## src/sv/fctab_pkg.sv

```systemverilog
// ----------------------------------------------------------------------------
// fctab_pkg
// shared types and constants of the chain table engine
// ----------------------------------------------------------------------------
package fctab_pkg;

  localparam int unsigned TABLE_ENTRIES = 1024;
  localparam int unsigned BLK_W         = $clog2(TABLE_ENTRIES);
  localparam int unsigned ENT_W         = BLK_W + 1;
  localparam int unsigned CNT_W         = BLK_W + 1;

  localparam logic [ENT_W-1:0] END_MARK   = '1;
  localparam logic [ENT_W-1:0] FREE_ENTRY = '0;

  localparam logic [CNT_W-1:0] CNT_LAST = CNT_W'(TABLE_ENTRIES - 1);
  localparam logic [CNT_W-1:0] CNT_FULL = CNT_W'(TABLE_ENTRIES);

  localparam logic [1:0] ACT_APPEND = 2'd0;
  localparam logic [1:0] ACT_LOOKUP = 2'd1;
  localparam logic [1:0] ACT_REMOVE = 2'd2;
  localparam logic [1:0] ACT_FIND   = 2'd3;

  typedef struct packed {
    logic [1:0]       action;
    logic [BLK_W-1:0] chain_block;
    logic             has_previous;
    logic [BLK_W-1:0] target_block;
    logic [BLK_W-1:0] logical_index;
  } fctab_req_t;

  typedef struct packed {
    logic             status;
    logic [BLK_W-1:0] result_block;
    logic [CNT_W-1:0] freed_count;
    logic             linked_to_previous;
  } fctab_rsp_t;

  typedef struct packed {
    logic             rd_en;
    logic [BLK_W-1:0] rd_addr;
    logic             wr_en;
    logic [BLK_W-1:0] wr_addr;
    logic [ENT_W-1:0] wr_data;
  } fctab_mem_req_t;

endpackage

```

## src/sv/fctab_cnt_unit.sv

```systemverilog
// ----------------------------------------------------------------------------
// fctab_cnt_unit
// shared increment and compare unit for steps, guards, counts and scan
// ----------------------------------------------------------------------------
module fctab_cnt_unit (
  input  logic [fctab_pkg::CNT_W-1:0] cnt_i,
  input  logic [fctab_pkg::CNT_W-1:0] cmp_i,
  output logic [fctab_pkg::CNT_W-1:0] inc_o,
  output logic                        eq_o
);
  import fctab_pkg::*;

  assign inc_o = cnt_i + CNT_W'(1);
  assign eq_o  = (cnt_i == cmp_i);

endmodule

```

## src/sv/fctab_seq.sv

```systemverilog
// ----------------------------------------------------------------------------
// fctab_seq
// sequencer: clearing pass, append, lookup walk, remove walk, free scan
// ----------------------------------------------------------------------------
module fctab_seq (
  input  logic                         clk_i,
  input  logic                         rst_ni,
  input  logic                         in_valid_i,
  output logic                         in_ready_o,
  input  fctab_pkg::fctab_req_t        in_req_i,
  input  logic [fctab_pkg::BLK_W-1:0]  first_data_i,
  input  logic                         out_free_i,
  output logic                         done_o,
  output fctab_pkg::fctab_rsp_t        rsp_o,
  output fctab_pkg::fctab_mem_req_t    mem_req_o,
  input  logic [fctab_pkg::ENT_W-1:0]  rd_data_i
);
  import fctab_pkg::*;

  localparam logic [3:0] S_CLEAR   = 4'd0;
  localparam logic [3:0] S_IDLE    = 4'd1;
  localparam logic [3:0] S_AP_NB   = 4'd2;
  localparam logic [3:0] S_AP_RD   = 4'd3;
  localparam logic [3:0] S_AP_CHK  = 4'd4;
  localparam logic [3:0] S_LK_CHK  = 4'd5;
  localparam logic [3:0] S_RM_CHK  = 4'd6;
  localparam logic [3:0] S_FR_TEST = 4'd7;
  localparam logic [3:0] S_FR_WR   = 4'd8;
  localparam logic [3:0] S_FD_CHK  = 4'd9;
  localparam logic [3:0] S_FINISH  = 4'd10;

  logic [3:0]       state_q, state_d;
  logic [CNT_W-1:0] cnt_q, cnt_d;
  logic [BLK_W-1:0] cur_q, cur_d;
  logic [ENT_W-1:0] next_q, next_d;
  fctab_req_t       req_q, req_d;
  fctab_rsp_t       res_q, res_d;

  logic [CNT_W-1:0] cmp_b;
  logic [CNT_W-1:0] cnt_inc;
  logic             cnt_eq;
  logic             rd_free;
  logic             rd_end;
  logic             start_hit;

  fctab_cnt_unit u_cnt (
    .cnt_i (cnt_q),
    .cmp_i (cmp_b),
    .inc_o (cnt_inc),
    .eq_o  (cnt_eq)
  );

  assign rd_free   = (rd_data_i == FREE_ENTRY);
  assign rd_end    = (rd_data_i == END_MARK);
  assign start_hit = (rd_data_i == {1'b0, req_q.target_block});

  always_comb begin
    state_d    = state_q;
    cnt_d      = cnt_q;
    cur_d      = cur_q;
    next_d     = next_q;
    req_d      = req_q;
    res_d      = res_q;
    mem_req_o  = '0;
    cmp_b      = CNT_LAST;
    in_ready_o = 1'b0;
    done_o     = 1'b0;

    unique case (state_q)
      S_CLEAR: begin
        mem_req_o.wr_en   = 1'b1;
        mem_req_o.wr_addr = cnt_q[BLK_W-1:0];
        mem_req_o.wr_data = FREE_ENTRY;
        if (cnt_eq) begin
          cnt_d   = '0;
          state_d = S_IDLE;
        end else begin
          cnt_d = cnt_inc;
        end
      end

      S_IDLE: begin
        in_ready_o = 1'b1;
        if (in_valid_i) begin
          req_d           = in_req_i;
          cur_d           = in_req_i.chain_block;
          cnt_d           = '0;
          res_d           = '0;
          res_d.status    = 1'b1;
          mem_req_o.rd_en = 1'b1;
          unique case (in_req_i.action)
            ACT_APPEND: begin
              mem_req_o.rd_addr = in_req_i.target_block;
              state_d           = S_AP_NB;
            end
            ACT_LOOKUP: begin
              mem_req_o.rd_addr = in_req_i.chain_block;
              state_d           = S_LK_CHK;
            end
            ACT_REMOVE: begin
              mem_req_o.rd_addr = in_req_i.chain_block;
              state_d           = S_RM_CHK;
            end
            ACT_FIND: begin
              mem_req_o.rd_addr = first_data_i;
              cnt_d             = {1'b0, first_data_i};
              state_d           = S_FD_CHK;
            end
            default: state_d = S_IDLE;
          endcase
        end
      end

      // new block must be free; it gets the end mark even if linking fails
      S_AP_NB: begin
        if (!rd_free) begin
          state_d = S_FINISH;
        end else begin
          mem_req_o.wr_en   = 1'b1;
          mem_req_o.wr_addr = req_q.target_block;
          mem_req_o.wr_data = END_MARK;
          if (req_q.has_previous) begin
            state_d = S_AP_RD;
          end else begin
            res_d.status = 1'b0;
            state_d      = S_FINISH;
          end
        end
      end

      S_AP_RD: begin
        mem_req_o.rd_en   = 1'b1;
        mem_req_o.rd_addr = req_q.chain_block;
        state_d           = S_AP_CHK;
      end

      S_AP_CHK: begin
        if (rd_end) begin
          mem_req_o.wr_en          = 1'b1;
          mem_req_o.wr_addr        = req_q.chain_block;
          mem_req_o.wr_data        = {1'b0, req_q.target_block};
          res_d.status             = 1'b0;
          res_d.linked_to_previous = 1'b1;
        end
        state_d = S_FINISH;
      end

      // rd_data holds the entry of cur, cnt counts links followed
      S_LK_CHK: begin
        cmp_b = {1'b0, req_q.logical_index};
        if ((cnt_q == '0) && rd_free) begin
          state_d = S_FINISH;
        end else if (cnt_eq) begin
          res_d.status       = 1'b0;
          res_d.result_block = cur_q;
          state_d            = S_FINISH;
        end else if (rd_free || rd_end) begin
          state_d = S_FINISH;
        end else begin
          cur_d             = rd_data_i[BLK_W-1:0];
          cnt_d             = cnt_inc;
          mem_req_o.rd_en   = 1'b1;
          mem_req_o.rd_addr = rd_data_i[BLK_W-1:0];
        end
      end

      // search for the start block, cnt is the step guard
      S_RM_CHK: begin
        if (rd_free || rd_end) begin
          if (cur_q == req_q.target_block) begin
            mem_req_o.wr_en   = 1'b1;
            mem_req_o.wr_addr = cur_q;
            mem_req_o.wr_data = FREE_ENTRY;
            res_d.status      = 1'b0;
            res_d.freed_count = CNT_W'(1);
          end
          state_d = S_FINISH;
        end else if (cur_q == req_q.target_block) begin
          mem_req_o.wr_en   = 1'b1;
          mem_req_o.wr_addr = cur_q;
          mem_req_o.wr_data = FREE_ENTRY;
          cnt_d             = CNT_W'(1);
          next_d            = rd_data_i;
          state_d           = S_FR_TEST;
        end else if (start_hit) begin
          mem_req_o.wr_en   = 1'b1;
          mem_req_o.wr_addr = cur_q;
          mem_req_o.wr_data = END_MARK;
          cnt_d             = '0;
          next_d            = rd_data_i;
          state_d           = S_FR_TEST;
        end else if (cnt_eq) begin
          state_d = S_FINISH;
        end else begin
          cur_d             = rd_data_i[BLK_W-1:0];
          cnt_d             = cnt_inc;
          mem_req_o.rd_en   = 1'b1;
          mem_req_o.rd_addr = rd_data_i[BLK_W-1:0];
        end
      end

      // free the rest of the chain, cnt is the freed count
      S_FR_TEST: begin
        cmp_b = CNT_FULL;
        if (!cnt_eq && (next_q != END_MARK) && (next_q != FREE_ENTRY)) begin
          mem_req_o.rd_en   = 1'b1;
          mem_req_o.rd_addr = next_q[BLK_W-1:0];
          state_d           = S_FR_WR;
        end else begin
          res_d.status      = 1'b0;
          res_d.freed_count = cnt_q;
          state_d           = S_FINISH;
        end
      end

      S_FR_WR: begin
        mem_req_o.wr_en   = 1'b1;
        mem_req_o.wr_addr = next_q[BLK_W-1:0];
        mem_req_o.wr_data = FREE_ENTRY;
        next_d            = rd_data_i;
        cnt_d             = cnt_inc;
        state_d           = S_FR_TEST;
      end

      // upward scan, no wrap, cnt is the entry address
      S_FD_CHK: begin
        if (rd_free) begin
          res_d.status       = 1'b0;
          res_d.result_block = cnt_q[BLK_W-1:0];
          state_d            = S_FINISH;
        end else if (cnt_eq) begin
          state_d = S_FINISH;
        end else begin
          cnt_d             = cnt_inc;
          mem_req_o.rd_en   = 1'b1;
          mem_req_o.rd_addr = cnt_inc[BLK_W-1:0];
        end
      end

      S_FINISH: begin
        if (out_free_i) begin
          done_o  = 1'b1;
          state_d = S_IDLE;
        end
      end

      default: state_d = S_IDLE;
    endcase
  end

  always_ff @(posedge clk_i or negedge rst_ni) begin
    if (!rst_ni) begin
      state_q <= S_CLEAR;
      cnt_q   <= '0;
    end else begin
      state_q <= state_d;
      cnt_q   <= cnt_d;
    end
  end

  always_ff @(posedge clk_i) begin
    cur_q  <= cur_d;
    next_q <= next_d;
    req_q  <= req_d;
    res_q  <= res_d;
  end

  assign rsp_o = res_q;

endmodule

```

## config.mk

```make
export PLATFORM = sky130hd
export DESIGN_NAME = fctab_seq
export DESIGN_NICKNAME = d
export VERILOG_FILES = /design/src/sv/fctab_pkg.sv /design/src/sv/fctab_cnt_unit.sv /design/src/sv/fctab_seq.sv
export SDC_FILE = /design/constraint.sdc
export NUM_CORES = 1
export LEC_CHECK = 0
export BUFFER_PORTS_ARGS = -buffer_cell sky130_fd_sc_hd__buf_4
export CAP_MARGIN = 0
export CORE_MARGIN = 3
export CORE_UTILIZATION = 37
export DETAILED_ROUTE_END_ITERATION = 12
export PLACE_DENSITY = 0.64
export SYNTH_ARGS = -nofsm -noshare
export SYNTH_HDL_FRONTEND = slang
export SYNTH_HIERARCHICAL = 1
export SYNTH_SLANG_ARGS = --single-unit
```

## constraint.sdc

```tcl
create_clock -name clk_i -period 5.6 [get_ports clk_i]
set_input_delay 1.12 -clock clk_i [delete_from_list [all_inputs] [get_ports clk_i]]
set_output_delay 1.12 -clock clk_i [all_outputs]
set_load 0.005 [all_outputs]
```

# Word level (Yosys, flattened, before mapping)
# Cells that the tools add are included.
# Widths: inputs -> output; s select.
dict set report totals {
  ff_bits 90
  out_inout_bits 58
}
dict set report op_classes {
  mux 83
  reduce_logical 27
  eq_ne 39
  addsub 1
}
# op n
set ops {}
lappend ops {{$mux 11} 30}
lappend ops {{$mux 22} 6}
lappend ops {{$pmux 11 s6} 2}
lappend ops {{$pmux 22 s5} 1}
lappend ops {{$mux 10} 9}
lappend ops {{$pmux 10 s3} 3}
lappend ops {{$mux 4} 13}
lappend ops {{$pmux 11 s2} 2}
lappend ops {{$pmux 4 s11} 1}
lappend ops {{$ne 2x2->1 const B} 19}
lappend ops {{$pmux 11 s3} 1}
lappend ops {{$mux 23} 1}
lappend ops {{$logic_not 11->1} 2}
lappend ops {{$eq 4x3->1 const B} 4}
lappend ops {{$pmux 4 s4} 1}
lappend ops {{$eq 4x4->1 const B} 3}
lappend ops {{$add 11x1->11 const B} 1}
lappend ops {{$eq 11x10->1} 1}
lappend ops {{$eq 11x11->1} 1}
lappend ops {{$eq 11x11->1 const B} 1}
lappend ops {{$ne 11x11->1 const B} 1}
lappend ops {{$reduce_and 11->1} 1}
lappend ops {{$reduce_bool 11->1} 1}
lappend ops {{$eq 10x10->1} 1}
lappend ops {{26 further kinds} 44}

# Logic depth before layout (Yosys ltp)
# Gate-level depths: netlist of the first run.
dict set report depth {
  word_depth 8
  mapped_depth 16
  ltp_nobuf 12
}

# Hierarchy
# Netlist of the first run, hierarchy kept.
# mod area_each_um2 cells_per_inst n_inst
set modules_own_cells {}
lappend modules_own_cells {fctab_seq 5798.1 573 1}
lappend modules_own_cells {fctab_cnt_unit 282.8 37 1}

# Worst setup path before layout of the first run
# No wires, ideal clock.
dict set report synth_timing {
  path_kind {reg-to-output}
  startpoint {register state_q[2]}
  endpoint {output port mem_req_o[32] (netlist bit)}
  path_stages_with_launch 16
  arrival_ns 2.808
  slack_ns 1.672
  n_path_buf 5
  cell_sequence {dfrtp_1 buf_4 and2b_1 and2_1 clkbuf_1 o21ai_0 xnor2_1 nand4_1 nor3_1 buf_2 buf_2 clkbuf_1 nor3_1 nand2_1 nor4b_1 o21ai_0}
}
# item line_no
set synth_lines {}
lappend synth_lines {{start: declaration} fctab_seq.sv:32} ;# logic [3:0] state_q, state_d;
lappend synth_lines {{start signal: assignment} fctab_seq.sv:256} ;# state_q <= state_d;
lappend synth_lines {{end: declaration} fctab_seq.sv:15} ;# output fctab_pkg::fctab_mem_req_t mem_req_o,

==> impl_metrics.ini, run 1 <==
[critical_path]
arrival_ns = 4.14
rr_worst_depth = 12
cp-start-kind = flip-flop
crit_required_ns = 4.48
crit_type = reg2out
rr_endpoint = cnt_q[3]$_DFFE_PN0P_
rrSetupSlack_ns = 1.49
path_max_fanout = 24
reg2reg_from = state_q[2]$_DFFE_PN0P_
critPathCaptureType = output pin

[detailed_routing]
drt-total-wl_mm = 21.8
final_antenna_net_count = 0
dr.pass1.iters = 7
drc = 0
avgRoutedWirePerCell_um = 23.5
num_vias = 5717
drtIter0Drc = 889
viasPerCell = 6.15

[global_routing]
grt.total_usage = 0.238
grt_start_max_net_pins = 38
grt_pass1_wl_mm = 32.7
grt_pass1_vias = 5605
grt-ovfl-total = 0
grt_antenna_before_repair = 0

[placed_design]
place_area_um2 = 7140
port_buffers = 115
place.gp.congestion = 0.946
dp_worst_setup_slack_ns = 0.750
dpl.cell_count = 914
dp_hpwl_mm = 15.6

[clock_tree]
holdBufCountCts = 0
cts_root_buf = clkbuf_16
cts_sinks = 90
clk_pin_slew_worst_paths_ns = 0.06
post_cts_buffers = 0
clk_latency_ns = 0.35
post_cts_resized = 0
cts_buffers = 9
cts_htree_levels = 3
cts_tree = yes
clk_path_buf_depth = 2

[sta]
max_freq_mhz = 190
tns_ns = 0
min_period_ns = 5.26
finalSetupViolations = 0
min_period_over_period = 0.938
rsz0062_at_grt = false
fin_skew_ns = 0.0107
worst_pin_slew_ns = 1.23
maxSlewHeadroom = 0.172
finalHoldViolations = 0
worst_slack_ns = 0.345
drv_slew = 0

[layout]
final_cells = 930
drive_gt1_frac = 0.273
final_nets = 772
area_growth_pct = 22.2
final_common_cell = buf_4
mostFrequentLayoutCells = buf_4, edfxtp_1, nand2_1
diodes = 0
final_area_um2 = 7430

[yosys]
yosysWarnings = 6
syn-num-nets = 673
synth_area_um2 = 6080
ys_seq_elements = 90
yosysSeqAreaShare = 0.432
ys_async_sr_fraction = 0.167
synth_flop_cell = edfxtp_1
syn_area_per_cell_um2 = 9.97
synth_edf_count = 75
synthCells = 610
ys_types = 71

[pwr]
power_per_cell_area_nw_per_um2 = 487
power.leakage_nw = 2.90
total_power_w = 0.00362
irDropWorstVdd_uv = 198

[floorplanning]
floorplan.core_area_um2 = 16000
pin_count = 116
die_y_um = 134
initial_utilization = 0.380
die_area_um2 = 18000
num_rows = 46
die_x_um = 134

[run]
cap_viol_max_count = 0

[worst_hold_path]
hold_class = in2async

[outcome]
status = complete, no violations
-- cell usage after synthesis, drive strengths merged, types with 2 or more instances --
cell type,instances,area [um2]
and2,12,75.1
nor2,33,136
or2b,7,61.3
buf,23,158
and3,8,51.3
o31ai,3,27.5
a21boi,10,75.1
o221ai,9,78.8
xor2,19,166
nor3,16,80.1
nand2,62,233
and2b,2,15.0
a21oi,40,234
mux2,11,124
ha,5,62.6
a22oi,9,67.6
edfxtp,75,2250
a32o,3,30.0
a222oi,10,100
clkbuf,20,75.1
inv,23,86.3
nand4,14,103
o21ai,23,115
o21a,3,22.5
nand2b,8,50.1
xnor2,21,184
a22o,17,149
nor2b,5,31.3
a2bb2oi,9,78.8
o22a,2,17.5
o211ai,11,96.3
dfrtp,15,375
a221o,11,110
a211oi,3,35.0
a31oi,5,31.3
o22ai,2,12.5
nor4,13,136
nand3,32,178
-- metrics by stage --
step,utilization,hold slack (ns)
after floorplan,-,0.566
after global placement,0.446,0.612
after detailed placement,0.446,0.621
after CTS,0.464,0.627
after global routing,0.464,0.636
final,0.464,0.634
-- where the power goes --
group	internal, W	switching (W)
Combinational	0.000771	0.00102
Sequential	0.000988	0.000242
Clock	0.000342	0.000259
Total	0.00210	0.00152
-- worst max path at each step --
stage / from / endpoint / slack (ns) / cells past startpoint
after floorplan: state_q[2]$_DFFE_PN0P_ / mem_req_o[32] / 1.67 / 15
after global placement: state_q[2]$_DFFE_PN0P_ / mem_req_o[31] / 0.88 / 10
after detailed placement: state_q[2]$_DFFE_PN0P_ / mem_req_o[32] / 0.75 / 11
after CTS: state_q[2]$_DFFE_PN0P_ / mem_req_o[32] / 0.38 / 11
after global routing: state_q[2]$_DFFE_PN0P_ / mem_req_o[32] / 0.003 / 11
final: state_q[2]$_DFFE_PN0P_ / mem_req_o[32] / 0.34 / 11
-- state kept, by name (all words and copies together) (netlist names) --
register and cells:
next_q 11, cur_q 10, rsp_o 23, state_q 4
req_q 31, cnt_q 11
-- cells by family (layout without fill, tap and decap cells) --
logic type / after synthesis / in the layout / synth area share
and+or+nand+nor: 219 / 219 / 0.200
muxes: 12 / 12 / 0.0220
buffers and inverters: 66 / 170 / 0.0525
DFF: 90 / 90 / 0.432
AOI/OAI and AO/OA: 178 / 178 / 0.226
adders and majority gates: 5 / 5 / 0.0103
xor gates and xnor gates: 40 / 40 / 0.0576
-- metal layers --
layer,global-route usage,up-vias,wire [um],share of wire
li1,-,2526,-,-
met1,0.318,2761,8910,0.41
met2,0.374,392,10100,0.46
met3,0.0638,38,2280,0.10
met4,0.0820,0,514,0.024
met5,0,-,0,0
-- worst max-delay path: stages (launching register included) --
cell and delay, ns:
dfrtp_1 0.82, and2b_1 0.34, and2_1 0.35, o21ai_0 0.19
xnor2_1 0.17, nand4_1 0.13, nor3_2 0.60, a311o_1 0.26
nor2_1 0.24, nor4b_1 0.29, o21ai_0 0.20, buf_4 0.21
-- layout make-up --
cell class | count | area, um2
Timing Repair Buffer | 131 | 983
Multi-Input combinational cell | 454 | 3170
Inverter | 23 | 86.3
Tap cell | 216 | 270
Sequential cell | 90 | 2630
Clock inverter | 6 | 57.6
Clock buffer | 10 | 229
Fill cell | 1559 | 8570
No activity file was read; power rests on OpenSTA's default activity.
==> run 2: changes to the inputs <==
--- a/config.mk
+++ b/config.mk
@@ -10,6 +10,7 @@
 export CORE_MARGIN = 3
 export CORE_UTILIZATION = 37
 export DETAILED_ROUTE_END_ITERATION = 12
+export MAX_ROUTING_LAYER = met4
 export PLACE_DENSITY = 0.64
 export SYNTH_ARGS = -nofsm -noshare
 export SYNTH_HDL_FRONTEND = slang
==> run 2 against run 1 <==
Effect of this change:
- highest routed layer unchanged
- combinational power hardly changed
- critical path depth stayed put
- setup slack improved by 0.35 ns
- via count is 0.30% lower
==> impl_metrics.ini, run 2 (same netlist as run 1, synthesis figures left out) <==
[critical_path]
cpPeakStageDelay_ns = 0.59
path_common_cell = o21ai_0
reg2reg_from = state_q[3]$_DFFE_PN0P_
rr_worst_depth = 8
cp_slowest_cell = nor3_2
arrival_ns = 3.79
startpoint = state_q[3]$_DFFE_PN0P_
critPathCaptureType = output pin
path_max_fanout = 11
cp-start-kind = flip-flop
path_cells = and2b_1 -> and2_1 -> o21ai_0 -> xnor2_1 -> nand4_1 -> nor3_2 -> a311o_1 -> nor2_1 -> nor4b_1 -> o21ai_0 -> buf_4
crit_required_ns = 4.48
crit_type = reg2out

[pwr]
power_per_cell_area_nw_per_um2 = 492
total_power_w = 0.00367
irDropWorstVdd_uv = 251
power.leakage_nw = 2.92

[clock_tree]
post_cts_resized = 0
cts_sinks = 90
cts_root_buf = clkbuf_16
clk_path_buf_depth = 2
cts_tree = yes
clk_pin_slew_worst_paths_ns = 0.06
clk_latency_ns = 0.35
cts_buffers = 9
cts_htree_levels = 3
post_cts_buffers = 0
holdBufCountCts = 0

[placed_design]
dp_hpwl_mm = 16.0
place.gp.congestion = 0.977
place_area_um2 = 7160
dp_worst_setup_slack_ns = 1.10
port_buffers = 115

[floorplanning]
die_y_um = 134
pin_count = 116
initial_utilization = 0.380
floorplan.core_area_um2 = 16000
die_x_um = 134
num_rows = 46
die_area_um2 = 18000

[sta]
min_period_over_period = 0.877
maxSlewHeadroom = 0.230
tns_ns = 0
max_freq_mhz = 204
finalHoldViolations = 0
worst_pin_slew_ns = 1.15
fin_skew_ns = 0.00745
drv_slew = 0
finalSetupViolations = 0
rsz0062_at_grt = false
min_period_ns = 4.91
worst_slack_ns = 0.691

[layout]
regMostFlops = req_q
largest_reg_flops = 31
final_area_um2 = 7460
diodes = 0
mostFrequentLayoutCells = buf_4, edfxtp_1, nand2_1
drive_gt1_frac = 0.274
final_nets = 774
area_growth_pct = 22.6
final_common_cell = buf_4
n_fill_cell = 1561
utilization = 0.466

[detailed_routing]
highest_layer = met4
drt-total-wl_mm = 22.4
m1WireLength_mm = 9.61
drtIter0Drc = 825
route.met2.wl_mm = 10.2
drc = 0
route.met3.wl_mm = 1.87
num_vias = 5700
dr.pass1.iters = 5
final_antenna_net_count = 0
avgRoutedWirePerCell_um = 24.1
viasPerCell = 6.12

[global_routing]
grt_start_max_net_pins = 38
grt_antenna_before_repair = 0
grt.total_usage = 0.252
grt_pass1_wl_mm = 33.4
grt-ovfl-total = 0
grt_pass1_vias = 5522

[run]
cap_viol_max_count = 0

[outcome]
status = complete, no violations

[worst_hold_path]
hold_class = in2async
## run 2: cell count changes in the layout (fill, tap and decap cells not counted), sizes merged
| cell | change |
|---|---|
| buf | +2 |
| bufinv | +1 |
| clkbuf | +1 |
| clkinv | -2 |
| clkinvlp | -1 |
## run 2: layer usage
metal,vias up,GRT usage
met3,49,0.0540
met5,-,-
met4,0,0.103
li1,2529,-
met1,2790,0.338
met2,332,0.372
## run 2: cell type report
class | count | area (um2) | share of cell area
clock inverter | 4 | 67.6 | 0.00906
inverter | 23 | 86.3 | 0.0116
timing repair buffer | 133 | 998 | 0.134
clock buffer | 11 | 233 | 0.0312
multi-input combinational | 454 | 3170 | 0.426
tap | 216 | 270 | 0.0362
sequential | 90 | 2630 | 0.352
## run 2: worst paths after layout
kind                                     endpoint  slack (ns)
setup / recovery                    mem_req_o[32]        0.69
setup reg to reg              rsp_o[12]$_DFFE_PP_        1.92
min in group clk_i            rsp_o[20]$_DFFE_PP_        0.64
max in group asynchronous    cnt_q[7]$_DFFE_PN0P_        4.76
hold reg to reg               rsp_o[20]$_DFFE_PP_        0.64
hold / removal             state_q[2]$_DFFE_PN0P_        0.63
## run 2: where the power goes
part | switching [W] | leakage [nW] | internal, W
Clock | 0.000259 | 0.145 | 0.000386
Sequential | 0.000237 | 0.890 | 0.000988
Combinational | 0.00103 | 1.88 | 0.000774
Total | 0.00152 | 2.92 | 0.00215
## run 2: metrics by stage
stage	hold WS [ns]	instances
detailed placement	0.632	916
finish	0.626	931
floorplan	0.566	610
global placement	0.626	916
CTS	0.627	931
global route	0.634	931
## run 2: critical path: cells and delay by family, from the launching register on
kind | cells | cell delay (ns)
AOI/OAI and AO/OA | 3 | 0.68
xor gates and xnor gates | 1 | 0.19
buffers and inverters | 1 | 0.21
DFF | 1 | 0.37
and+or+nand+nor | 6 | 1.98
